$ cat src/sv/iee_pkg.sv
`timescale 1ns / 1ps
// ----------------------------------------------------------------------------
// iee_pkg
// Shared types and constants of the infix expression evaluator: character
// codes, token kinds, status codes and the control structs between modules.
// ----------------------------------------------------------------------------
package iee_pkg;

    // width of the result port
    localparam int OUT_WIDTH = 32;

    // token queue between front and back
    localparam int QUEUE_DEPTH = 4;
    localparam int QUEUE_PTR_W = $clog2(QUEUE_DEPTH);

    // ascii codes
    localparam logic [7:0] CHAR_ZERO  = 8'h30;
    localparam logic [7:0] CHAR_NINE  = 8'h39;
    localparam logic [7:0] CHAR_SPACE = 8'h20;
    localparam logic [7:0] CHAR_PLUS  = 8'h2B;
    localparam logic [7:0] CHAR_MINUS = 8'h2D;
    localparam logic [7:0] CHAR_STAR  = 8'h2A;
    localparam logic [7:0] CHAR_SLASH = 8'h2F;
    localparam logic [7:0] CHAR_EQUAL = 8'h3D;

    // result status codes
    localparam logic [1:0] STATUS_OK   = 2'd0;
    localparam logic [1:0] STATUS_DIV0 = 2'd1;
    localparam logic [1:0] STATUS_BAD  = 2'd2;

    // classified character
    typedef enum logic [2:0] {
        TOK_DIGIT = 3'd0,
        TOK_MUL   = 3'd1,
        TOK_DIV   = 3'd2,
        TOK_ADD   = 3'd3,
        TOK_SUB   = 3'd4,
        TOK_EQ    = 3'd5,
        TOK_BAD   = 3'd6
    } tok_kind_t;

    typedef struct packed {
        tok_kind_t  kind;
        logic [3:0] digit;
    } tok_t;

    // front to queue write request
    typedef struct packed {
        logic valid;
        tok_t tok;
    } tok_push_t;

    // pending multiplicative operator
    typedef enum logic [1:0] {
        POP_NONE = 2'd0,
        POP_MUL  = 2'd1,
        POP_DIV  = 2'd2
    } prod_op_t;

    // arithmetic unit operation
    typedef enum logic {
        MD_MUL = 1'b0,
        MD_DIV = 1'b1
    } md_op_t;

    typedef struct packed {
        logic   start;
        md_op_t op;
    } md_req_t;

    typedef struct packed {
        logic busy;
        logic div0;
    } md_rsp_t;

endpackage

$ cat src/sv/iee_front.sv
`timescale 1ns / 1ps
// ----------------------------------------------------------------------------
// iee_front
// Input side: takes one character per request, drops spaces and turns the
// rest into tokens written to the queue.
// ----------------------------------------------------------------------------
module iee_front (
    input  logic              s_valid,
    output logic              s_ready,
    input  logic [7:0]        s_char_code,
    input  logic              queue_full,
    output iee_pkg::tok_push_t push
);
    import iee_pkg::*;

    // character classification
    function automatic tok_t classify(input logic [7:0] c);
        tok_t t;
        t.digit = 4'(c - CHAR_ZERO);
        if (c >= CHAR_ZERO && c <= CHAR_NINE) begin
            t.kind = TOK_DIGIT;
        end else begin
            case (c)
                CHAR_STAR:  t.kind = TOK_MUL;
                CHAR_SLASH: t.kind = TOK_DIV;
                CHAR_PLUS:  t.kind = TOK_ADD;
                CHAR_MINUS: t.kind = TOK_SUB;
                CHAR_EQUAL: t.kind = TOK_EQ;
                default:    t.kind = TOK_BAD;
            endcase
        end
        return t;
    endfunction

    // accept whenever the queue has room, spaces are consumed here
    assign s_ready    = !queue_full;
    assign push.valid = s_valid && !queue_full && (s_char_code != CHAR_SPACE);
    assign push.tok   = classify(s_char_code);

endmodule

$ cat src/sv/iee_fifo.sv
`timescale 1ns / 1ps
// ----------------------------------------------------------------------------
// iee_fifo
// Small token queue that decouples character intake from evaluation.
// ----------------------------------------------------------------------------
module iee_fifo (
    input  logic               aclk,
    input  logic               aresetn,
    input  iee_pkg::tok_push_t push,
    output logic               full,
    output logic               head_valid,
    output iee_pkg::tok_t      head_tok,
    input  logic               pop
);
    import iee_pkg::*;

    tok_t                   slot_reg [QUEUE_DEPTH];
    logic [QUEUE_PTR_W-1:0] wr_ptr_reg, wr_ptr_next;
    logic [QUEUE_PTR_W-1:0] rd_ptr_reg, rd_ptr_next;
    logic [QUEUE_PTR_W:0]   count_reg, count_next;
    logic                   do_push, do_pop;

    assign full       = (count_reg == (QUEUE_PTR_W+1)'(QUEUE_DEPTH));
    assign head_valid = (count_reg != '0);
    assign head_tok   = slot_reg[rd_ptr_reg];

    assign do_push = push.valid && !full;
    assign do_pop  = pop && head_valid;

    // pointer and fill count update
    always_comb begin
        wr_ptr_next = wr_ptr_reg;
        rd_ptr_next = rd_ptr_reg;
        count_next  = count_reg;
        if (do_push) begin
            wr_ptr_next = wr_ptr_reg + 1'b1;
        end
        if (do_pop) begin
            rd_ptr_next = rd_ptr_reg + 1'b1;
        end
        case ({do_push, do_pop})
            2'b10:   count_next = count_reg + 1'b1;
            2'b01:   count_next = count_reg - 1'b1;
            default: count_next = count_reg;
        endcase
    end

    always_ff @(posedge aclk) begin
        if (!aresetn) begin
            wr_ptr_reg <= '0;
            rd_ptr_reg <= '0;
            count_reg  <= '0;
        end else begin
            wr_ptr_reg <= wr_ptr_next;
            rd_ptr_reg <= rd_ptr_next;
            count_reg  <= count_next;
        end
    end

    // token storage
    always_ff @(posedge aclk) begin
        if (do_push) begin
            slot_reg[wr_ptr_reg] <= push.tok;
        end
    end

endmodule

$ cat src/sv/iee_muldiv.sv
`timescale 1ns / 1ps
// ----------------------------------------------------------------------------
// iee_muldiv
// Shared iterative unit: shift-add multiply (low half of the product) and
// restoring signed divide truncating toward zero, one bit per cycle.
// ----------------------------------------------------------------------------
module iee_muldiv #(
    parameter int VALUE_WIDTH = 32
) (
    input  logic                   aclk,
    input  logic                   aresetn,
    input  iee_pkg::md_req_t       req,
    input  logic [VALUE_WIDTH-1:0] a,
    input  logic [VALUE_WIDTH-1:0] b,
    output iee_pkg::md_rsp_t       rsp,
    output logic [VALUE_WIDTH-1:0] result
);
    import iee_pkg::*;

    localparam int CW = $clog2(VALUE_WIDTH);

    typedef enum logic [2:0] {
        MD_IDLE = 3'b001,
        MD_RUN  = 3'b010,
        MD_FIX  = 3'b100
    } md_state_t;

    md_state_t              state_reg, state_next;
    md_op_t                 op_reg, op_next;
    logic [VALUE_WIDTH-1:0] x_reg, x_next;
    logic [VALUE_WIDTH-1:0] y_reg, y_next;
    logic [VALUE_WIDTH-1:0] r_reg, r_next;
    logic [VALUE_WIDTH-1:0] res_reg, res_next;
    logic [CW-1:0]          cnt_reg, cnt_next;
    logic                   neg_reg, neg_next;
    logic                   div0_reg, div0_next;
    logic [VALUE_WIDTH-1:0] a_mag, b_mag;
    logic [VALUE_WIDTH:0]   rem_shift, rem_diff;

    assign a_mag = a[VALUE_WIDTH-1] ? (~a + 1'b1) : a;
    assign b_mag = b[VALUE_WIDTH-1] ? (~b + 1'b1) : b;

    // restoring divide step
    assign rem_shift = {r_reg, x_reg[VALUE_WIDTH-1]};
    assign rem_diff  = rem_shift - {1'b0, y_reg};

    always_comb begin
        state_next = state_reg;
        op_next    = op_reg;
        x_next     = x_reg;
        y_next     = y_reg;
        r_next     = r_reg;
        res_next   = res_reg;
        cnt_next   = cnt_reg;
        neg_next   = neg_reg;
        div0_next  = div0_reg;
        case (state_reg)
            MD_IDLE: begin
                if (req.start) begin
                    op_next   = req.op;
                    cnt_next  = CW'(VALUE_WIDTH - 1);
                    r_next    = '0;
                    div0_next = 1'b0;
                    neg_next  = a[VALUE_WIDTH-1] ^ b[VALUE_WIDTH-1];
                    if (req.op == MD_DIV) begin
                        x_next = a_mag;
                        y_next = b_mag;
                        if (b == '0) begin
                            // zero divisor: quotient 0, flag it
                            res_next  = '0;
                            div0_next = 1'b1;
                        end else begin
                            state_next = MD_RUN;
                        end
                    end else begin
                        x_next     = a;
                        y_next     = b;
                        state_next = MD_RUN;
                    end
                end
            end
            MD_RUN: begin
                if (op_reg == MD_DIV) begin
                    if (!rem_diff[VALUE_WIDTH]) begin
                        r_next = rem_diff[VALUE_WIDTH-1:0];
                    end else begin
                        r_next = rem_shift[VALUE_WIDTH-1:0];
                    end
                    x_next = {x_reg[VALUE_WIDTH-2:0], !rem_diff[VALUE_WIDTH]};
                end else begin
                    if (y_reg[0]) begin
                        r_next = r_reg + x_reg;
                    end
                    x_next = {x_reg[VALUE_WIDTH-2:0], 1'b0};
                    y_next = {1'b0, y_reg[VALUE_WIDTH-1:1]};
                end
                cnt_next = cnt_reg - 1'b1;
                if (cnt_reg == '0) begin
                    state_next = MD_FIX;
                end
            end
            MD_FIX: begin
                // sign fix of the quotient; the product passes through as is
                if (op_reg == MD_DIV) begin
                    res_next = neg_reg ? (~x_reg + 1'b1) : x_reg;
                end else begin
                    res_next = r_reg;
                end
                state_next = MD_IDLE;
            end
            default: begin
                state_next = MD_IDLE;
            end
        endcase
    end

    always_ff @(posedge aclk) begin
        if (!aresetn) begin
            state_reg <= MD_IDLE;
            div0_reg  <= 1'b0;
        end else begin
            state_reg <= state_next;
            div0_reg  <= div0_next;
        end
    end

    always_ff @(posedge aclk) begin
        op_reg  <= op_next;
        x_reg   <= x_next;
        y_reg   <= y_next;
        r_reg   <= r_next;
        res_reg <= res_next;
        cnt_reg <= cnt_next;
        neg_reg <= neg_next;
    end

    assign rsp.busy = (state_reg != MD_IDLE);
    assign rsp.div0 = div0_reg;
    assign result   = res_reg;

endmodule

$ cat src/sv/iee_back.sv
`timescale 1ns / 1ps
// ----------------------------------------------------------------------------
// iee_back
// Evaluation side: pops tokens, keeps the number, product term and sum,
// runs pending * and / through the shared unit and registers each result.
// ----------------------------------------------------------------------------
module iee_back #(
    parameter int VALUE_WIDTH = 32
) (
    input  logic                                aclk,
    input  logic                                aresetn,
    input  logic                                head_valid,
    input  iee_pkg::tok_t                       head_tok,
    output logic                                pop,
    output logic                                m_valid,
    input  logic                                m_ready,
    output logic signed [iee_pkg::OUT_WIDTH-1:0] m_value,
    output logic [1:0]                          m_status
);
    import iee_pkg::*;

    typedef enum logic [1:0] {
        BK_IDLE = 2'b01,
        BK_WAIT = 2'b10
    } bk_state_t;

    bk_state_t              state_reg, state_next;
    tok_kind_t              pend_reg, pend_next;
    logic [VALUE_WIDTH-1:0] acc_reg, acc_next;
    logic                   minus_reg, minus_next;
    logic [VALUE_WIDTH-1:0] term_reg, term_next;
    prod_op_t               pop_reg, pop_next;
    logic [VALUE_WIDTH-1:0] num_reg, num_next;
    logic [1:0]             err_reg, err_next;
    logic                   out_valid_reg, out_valid_next;
    logic [OUT_WIDTH-1:0]   value_reg, value_next;
    logic [1:0]             status_reg, status_next;

    md_req_t                md_req;
    md_rsp_t                md_rsp;
    logic [VALUE_WIDTH-1:0] md_result;

    logic                   out_busy;
    logic                   fin_en;
    tok_kind_t              fin_kind;
    logic [VALUE_WIDTH-1:0] fin_term;
    logic [1:0]             fin_err;
    logic [VALUE_WIDTH-1:0] fin_sum;
    logic [OUT_WIDTH-1:0]   fin_sum_ext;
    logic [VALUE_WIDTH-1:0] num_times_ten;

    iee_muldiv #(
        .VALUE_WIDTH(VALUE_WIDTH)
    ) u_muldiv (
        .aclk   (aclk),
        .aresetn(aresetn),
        .req    (md_req),
        .a      (term_reg),
        .b      (num_reg),
        .rsp    (md_rsp),
        .result (md_result)
    );

    assign out_busy = out_valid_reg && !m_ready;

    // next decimal digit
    assign num_times_ten = {num_reg[VALUE_WIDTH-4:0], 3'b000}
                         + {num_reg[VALUE_WIDTH-2:0], 1'b0}
                         + {{(VALUE_WIDTH-4){1'b0}}, head_tok.digit};

    // additive fold of the closed term
    assign fin_sum = minus_reg ? (acc_reg - fin_term) : (acc_reg + fin_term);

    generate
        if (VALUE_WIDTH >= OUT_WIDTH) begin : g_trunc
            assign fin_sum_ext = fin_sum[OUT_WIDTH-1:0];
        end else begin : g_sext
            assign fin_sum_ext = {{(OUT_WIDTH-VALUE_WIDTH){fin_sum[VALUE_WIDTH-1]}}, fin_sum};
        end
    endgenerate

    always_comb begin
        state_next     = state_reg;
        pend_next      = pend_reg;
        acc_next       = acc_reg;
        minus_next     = minus_reg;
        term_next      = term_reg;
        pop_next       = pop_reg;
        num_next       = num_reg;
        err_next       = err_reg;
        out_valid_next = out_valid_reg && !m_ready;
        value_next     = value_reg;
        status_next    = status_reg;
        pop            = 1'b0;
        md_req.start   = 1'b0;
        md_req.op      = (pop_reg == POP_DIV) ? MD_DIV : MD_MUL;
        fin_en         = 1'b0;
        fin_kind       = head_tok.kind;
        fin_term       = num_reg;
        fin_err        = err_reg;

        // token dispatch and arithmetic unit handoff
        case (state_reg)
            BK_IDLE: begin
                if (head_valid) begin
                    case (head_tok.kind)
                        TOK_DIGIT: begin
                            pop      = 1'b1;
                            num_next = num_times_ten;
                        end
                        TOK_MUL, TOK_DIV, TOK_ADD, TOK_SUB, TOK_EQ: begin
                            if (!(head_tok.kind == TOK_EQ && out_busy)) begin
                                pop = 1'b1;
                                if (pop_reg == POP_NONE) begin
                                    fin_en = 1'b1;
                                end else begin
                                    md_req.start = 1'b1;
                                    num_next     = '0;
                                    pend_next    = head_tok.kind;
                                    state_next   = BK_WAIT;
                                end
                            end
                        end
                        default: begin
                            // malformed character
                            pop = 1'b1;
                            if (err_reg == STATUS_OK) begin
                                err_next = STATUS_BAD;
                            end
                        end
                    endcase
                end
            end
            BK_WAIT: begin
                fin_kind = pend_reg;
                fin_term = md_result;
                if (md_rsp.div0 && err_reg == STATUS_OK) begin
                    fin_err = STATUS_DIV0;
                end
                if (!md_rsp.busy && !(pend_reg == TOK_EQ && out_busy)) begin
                    fin_en     = 1'b1;
                    state_next = BK_IDLE;
                end
            end
            default: begin
                state_next = BK_IDLE;
            end
        endcase

        // apply the operator once its left term is closed
        if (fin_en) begin
            num_next = '0;
            err_next = fin_err;
            case (fin_kind)
                TOK_MUL: begin
                    term_next = fin_term;
                    pop_next  = POP_MUL;
                end
                TOK_DIV: begin
                    term_next = fin_term;
                    pop_next  = POP_DIV;
                end
                TOK_ADD, TOK_SUB: begin
                    acc_next   = fin_sum;
                    term_next  = '0;
                    pop_next   = POP_NONE;
                    minus_next = (fin_kind == TOK_SUB);
                end
                TOK_EQ: begin
                    out_valid_next = 1'b1;
                    value_next     = fin_sum_ext;
                    status_next    = fin_err;
                    acc_next       = '0;
                    minus_next     = 1'b0;
                    term_next      = '0;
                    pop_next       = POP_NONE;
                    err_next       = STATUS_OK;
                end
                default: begin
                    term_next = term_reg;
                end
            endcase
        end
    end

    always_ff @(posedge aclk) begin
        if (!aresetn) begin
            state_reg     <= BK_IDLE;
            acc_reg       <= '0;
            minus_reg     <= 1'b0;
            term_reg      <= '0;
            pop_reg       <= POP_NONE;
            num_reg       <= '0;
            err_reg       <= STATUS_OK;
            out_valid_reg <= 1'b0;
        end else begin
            state_reg     <= state_next;
            acc_reg       <= acc_next;
            minus_reg     <= minus_next;
            term_reg      <= term_next;
            pop_reg       <= pop_next;
            num_reg       <= num_next;
            err_reg       <= err_next;
            out_valid_reg <= out_valid_next;
        end
    end

    always_ff @(posedge aclk) begin
        pend_reg   <= pend_next;
        value_reg  <= value_next;
        status_reg <= status_next;
    end

    assign m_valid  = out_valid_reg;
    assign m_value  = value_reg;
    assign m_status = status_reg;

endmodule

$ cat src/sv/infix_expression_evaluator_unit.sv
// Result path: a '=' with no pending * or / passes the token queue and is then registered as the result.
// Throughput: one character per cycle while the token queue has room; an operator
//   or '=' that closes a pending * or / holds the back end until the shared
//   one-bit-per-cycle arithmetic unit has finished.
// Reset: synchronous, active low; clears the queue, the expression state and the
//   output valid; no clearing pass.
`timescale 1ns / 1ps
// ----------------------------------------------------------------------------
// infix_expression_evaluator_unit
// Character-serial evaluator of + - * / integer expressions ended by '='.
// ----------------------------------------------------------------------------
module infix_expression_evaluator_unit #(
    parameter int VALUE_WIDTH = 32
) (
    input  logic                                 aclk,
    input  logic                                 aresetn,
    input  logic                                 s_valid,
    output logic                                 s_ready,
    input  logic [7:0]                           s_char_code,
    output logic                                 m_valid,
    input  logic                                 m_ready,
    output logic signed [iee_pkg::OUT_WIDTH-1:0] m_value,
    output logic [1:0]                           m_status
);
    import iee_pkg::*;

    tok_push_t push;
    logic      queue_full;
    logic      head_valid;
    tok_t      head_tok;
    logic      pop;

    // character intake and classification
    iee_front u_front (
        .s_valid    (s_valid),
        .s_ready    (s_ready),
        .s_char_code(s_char_code),
        .queue_full (queue_full),
        .push       (push)
    );

    // token queue
    iee_fifo u_fifo (
        .aclk      (aclk),
        .aresetn   (aresetn),
        .push      (push),
        .full      (queue_full),
        .head_valid(head_valid),
        .head_tok  (head_tok),
        .pop       (pop)
    );

    // evaluation and result register
    iee_back #(
        .VALUE_WIDTH(VALUE_WIDTH)
    ) u_back (
        .aclk      (aclk),
        .aresetn   (aresetn),
        .head_valid(head_valid),
        .head_tok  (head_tok),
        .pop       (pop),
        .m_valid   (m_valid),
        .m_ready   (m_ready),
        .m_value   (m_value),
        .m_status  (m_status)
    );

endmodule

$ cat config.mk
export PLATFORM = sky130hd
export DESIGN_NAME = infix_expression_evaluator_unit
export DESIGN_NICKNAME = d
export VERILOG_FILES = /design/src/sv/iee_pkg.sv /design/src/sv/iee_front.sv /design/src/sv/iee_fifo.sv /design/src/sv/iee_muldiv.sv /design/src/sv/iee_back.sv /design/src/sv/infix_expression_evaluator_unit.sv
export SDC_FILE = /design/constraint.sdc
export NUM_CORES = 1
export LEC_CHECK = 0
export BUFFER_PORTS_ARGS = -buffer_cell sky130_fd_sc_hd__buf_2
export CAP_MARGIN = 20
export CORE_ASPECT_RATIO = 0.9
export CORE_MARGIN = 5
export CORE_UTILIZATION = 60
export DETAILED_ROUTE_END_ITERATION = 12
export PLACE_DENSITY = 0.86
export SYNTH_ARGS = -nofsm -noshare
export SYNTH_HDL_FRONTEND = slang
export SYNTH_HIERARCHICAL = 1
export SYNTH_SLANG_ARGS = --single-unit
$ cat constraint.sdc
create_clock -name aclk -period 9.4 [get_ports aclk]
set_clock_uncertainty 0.1 [all_clocks]
set_input_delay 1.88 -clock aclk [delete_from_list [all_inputs] [get_ports aclk]]
set_output_delay 1.88 -clock aclk [all_outputs]
set_load 0.01 [all_outputs]
==> impl_metrics.py <==
metrics = {
    "global_route": {
        "grt_pass1_vias": 18600,
        "antenna_found_initial": 1,
        "grt_use_met2_pct": 46.2,
        "grt.overflow.total": 0,
        "grt_pass1_wl_microns": 99300,
        "met3_usage_pct": 4.57,
        "grt_use_total_pct": 28.8,
        "top_usage_layer": "met2",
        "gr-usage-met1_pct": 40.0,
        "grt_max_degree": 91,
    },
    "clocking": {
        "holdBufCountCts": 0,
        "cts_inserted_buffers": 34,
        "clk_pin_slew_ns": 0.06,
        "clock_latency_ns": 0.54,
        "root_buffer": "clkbuf_16",
        "cts_tree": "done",
        "cts_buffer_depth": 3,
        "cts_resized": 0,
        "cts_setup_buffers": 0,
        "h-tree-depth": 2,
        "clock_sinks": 317,
    },
    "drt": {
        "ant_nets": 0,
        "drc": 0,
        "drtPass1Iterations": 6,
        "drt_iter0_drc": 2226,
        "wl_microns": 62200,
        "vias_per_cell": 6.55,
        "post_drt_wl_per_cell_microns": 20.8,
        "vias": 19600,
    },
    "setup_path": {
        "crit_top_cell": "a21oi_1",
        "start_kind": "flop",
        "crit_fanout": 50,
        "max_stage_delay_ns": 0.60,
        "crit_path_top_delay_cell": "buf_4",
        "crit_required_ns": 9.72,
        "cp_num_buf_inv": 3,
        "crit_arrival_ns": 6.55,
        "critPathTopFamily": "compound AO/OA/AOI/OAI gates",
        "critPathKind": "flop to flop",
        "endpoint_kind": "flop",
        "cp_cell_sequence": "inv_1, ha_2, buf_4, clkinv_1, o41ai_1, and3_1, nand2_1, nor2_1, a21oi_1, xor2_1, ha_1, a21o_1, a21oi_1, o31ai_1, a221oi_1, a21oi_1, a211oi_1, o21ai_0, xnor2_1, a22o_1",
    },
    "synthesis": {
        "synth_compound_area_share_pct": 21.8,
        "synthAdderAreaFrac_pct": 9.55,
        "synth_ff_type": "edfxtp_1",
        "synth-edff-count": 200,
        "synth_cells": 2498,
        "synth_area_sq_um": 22600,
        "synthArstFlopShare_pct": 0,
        "yosys_register_bits": 317,
        "synth_xor_area_share_pct": 8.82,
        "synth.mux.area_fraction_pct": 2.92,
        "synth_warnings": 6,
        "ys_seq_area_share_pct": 36.9,
        "synth_area_per_cell_sq_um": 9.06,
        "synthDistinctLibCells": 95,
        "yosys.area_share.simple_pct": 16.0,
        "synth_top_family_by_area": "compound AO/OA/AOI/OAI gates",
        "syn_nets": 2679,
    },
    "floorplan": {
        "initial_utilization_pct": 60.8,
        "die_w_microns": 215,
        "rows": 67,
        "coreArea_sq_um": 37200,
        "die-area_sq_um": 41700,
        "die_h_microns": 194,
        "io-pin-count": 48,
    },
    "timing": {
        "slew-limit-headroom_pct": 27.3,
        "setup_violations": 0,
        "hold_viol_final": 0,
        "worst_pin_slew_ns": 1.09,
        "fin_tns_setup_ns": 0,
        "fin_crit_ns": 6.23,
        "fin_crit_sh_pct": 66.3,
        "rsz0062_at_grt": "false",
        "fmax_ghz": 0.160,
        "drv_slew": 0,
    },
    "run_status": {
        "outcome": "complete, no violations",
    },
    "pwr": {
        "swShare_pct": 36.8,
        "p_clk_share_pct": 27.0,
        "p_leak_nw": 9.95,
        "ir_worst_vdd_uv": 200,
        "comb_power_share_pct": 40.4,
        "switchingPower_w": 0.00192,
        "p_seq_share_pct": 32.7,
        "powerDensity_nw_per_um2": 215,
        "power.internal_w": 0.00330,
    },
    "final_layout": {
        "final_nets": 2666,
        "diodes": 0,
        "drive_gt1_share_pct": 6.97,
        "final_cell_mix": "nand2_1, a21oi_1, edfxtp_1",
        "syn2layout_area_growth_pct": 7.58,
        "final_common_cell": "nand2_1",
        "finalNonFillerCells": 2993,
        "finish.instance_area_sq_um": 24300,
        "fillers": 2913,
    },
    "place": {
        "placement.io_buffers": 47,
        "dp.cells": 2930,
        "place_congestion": 1.01,
        "hpwlAfterDp_microns": 46400,
        "placed_cell_area_sq_um": 23100,
    },
    "min_path": {
        "hold_class": "flop to flop",
    },
    "flow_run": {
        "maxCapViolCount": 0,
    },
}
power by group through the flow:
stage | combinational, W | sequential [W] | clock, W
2_1_floorplan | 0.00156 | 0.00171 | 0
3_3_place_gp | 0.00197 | 0.00173 | 0
3_5_place_dp | 0.00203 | 0.00173 | 0
4_1_cts | 0.00204 | 0.00171 | 0.00142
5_1_grt | 0.00228 | 0.00171 | 0.00148
6_report | 0.00211 | 0.00171 | 0.00141
layout make-up:
class | count | area, sq um | share of cell area (%)
clock inverters | 18 | 209 | 0.859
inverters | 102 | 383 | 1.57
clock buffers | 43 | 957 | 3.93
flip-flops and latches | 317 | 8350 | 34.3
repair buffers | 69 | 440 | 1.81
multi-input cells | 1961 | 13400 | 55.0
well taps | 483 | 604 | 2.48
cells by family after synthesis:
kind of cell    count (synthesis)
compound gates                774
buf+inv                       220
xor+xnor                      227
mux                            57
fa+ha+maj                     169
simple gates                  734
flops                         317
worst paths after layout:
check	from	endpoint	slack (ns)	cells after the start
worst max-delay path	u_back/state_reg[0]	u_back/acc_reg[31]	3.17	20
worst min-delay path	u_back/acc_reg[10]	u_back/acc_reg[10]	0.39	1
worst max register to register	u_back/state_reg[0]	u_back/acc_reg[31]	3.17	20
worst min register to register	u_back/acc_reg[10]	u_back/acc_reg[10]	0.39	1
metal layers:
metal / vias to the layer above / wire (microns)
met1: 9347 / 26700
met4: 2 / 2130
met3: 148 / 5310
li1: 9176 / -
met5: - / 13
met2: 917 / 28100
cells in the mapped netlist, types with 18 or more instances:
cell | instances | area (sq um)
and2_1 | 18 | 113
xnor2_1 | 112 | 981
nor3_1 | 65 | 325
nor2_1 | 169 | 634
a31oi_1 | 27 | 169
a21o_1 | 55 | 413
o31ai_1 | 25 | 188
nand3_1 | 36 | 180
mux2i_1 | 48 | 480
o21ai_0 | 186 | 931
a21oi_1 | 213 | 1070
clkbuf_1 | 93 | 349
nand2b_1 | 31 | 194
edfxtp_1 | 200 | 6010
o21bai_1 | 20 | 150
and3_1 | 19 | 119
dfxtp_1 | 117 | 2340
o22ai_1 | 19 | 119
a22o_1 | 28 | 245
nand2_1 | 216 | 811
a211oi_1 | 56 | 420
ha_1 | 163 | 2040
inv_1 | 100 | 375
xor2_1 | 114 | 998
a22oi_1 | 30 | 225
nor2b_1 | 72 | 450
or3_1 | 26 | 163
per-stage QoR:
| stage | hold WS (ns) | worst slack (ns) | total power (W) | util (%) |
|---|---|---|---|---|
| 2_1_floorplan | 0.352 | 3.48 | 0.00327 | - |
| 3_3_place_gp | 0.373 | 3.51 | 0.00371 | 62.1 |
| 3_5_place_dp | 0.377 | 3.34 | 0.00376 | 62.1 |
| 4_1_cts | 0.396 | 3.27 | 0.00517 | 65.2 |
| 5_1_grt | 0.419 | 2.75 | 0.00548 | 65.4 |
| 6_report | 0.391 | 3.17 | 0.00522 | 65.4 |
worst reg2reg max path: stages, from the launching register on:
cell and delay [ns]:
dfxtp_1 0.34, inv_1 0.07, ha_2 0.34, buf_4 0.60
clkinv_1 0.59, o41ai_1 0.61, and3_1 0.40, nand2_1 0.22
nor2_1 0.21, a21oi_1 0.10, xor2_1 0.16, ha_1 0.43
a21o_1 0.24, a21oi_1 0.15, o31ai_1 0.09, a221oi_1 0.36
a21oi_1 0.19, a211oi_1 0.40, o21ai_0 0.18, xnor2_1 0.16
a22o_1 0.19
No activity file was read; power rests on OpenSTA's default activity.
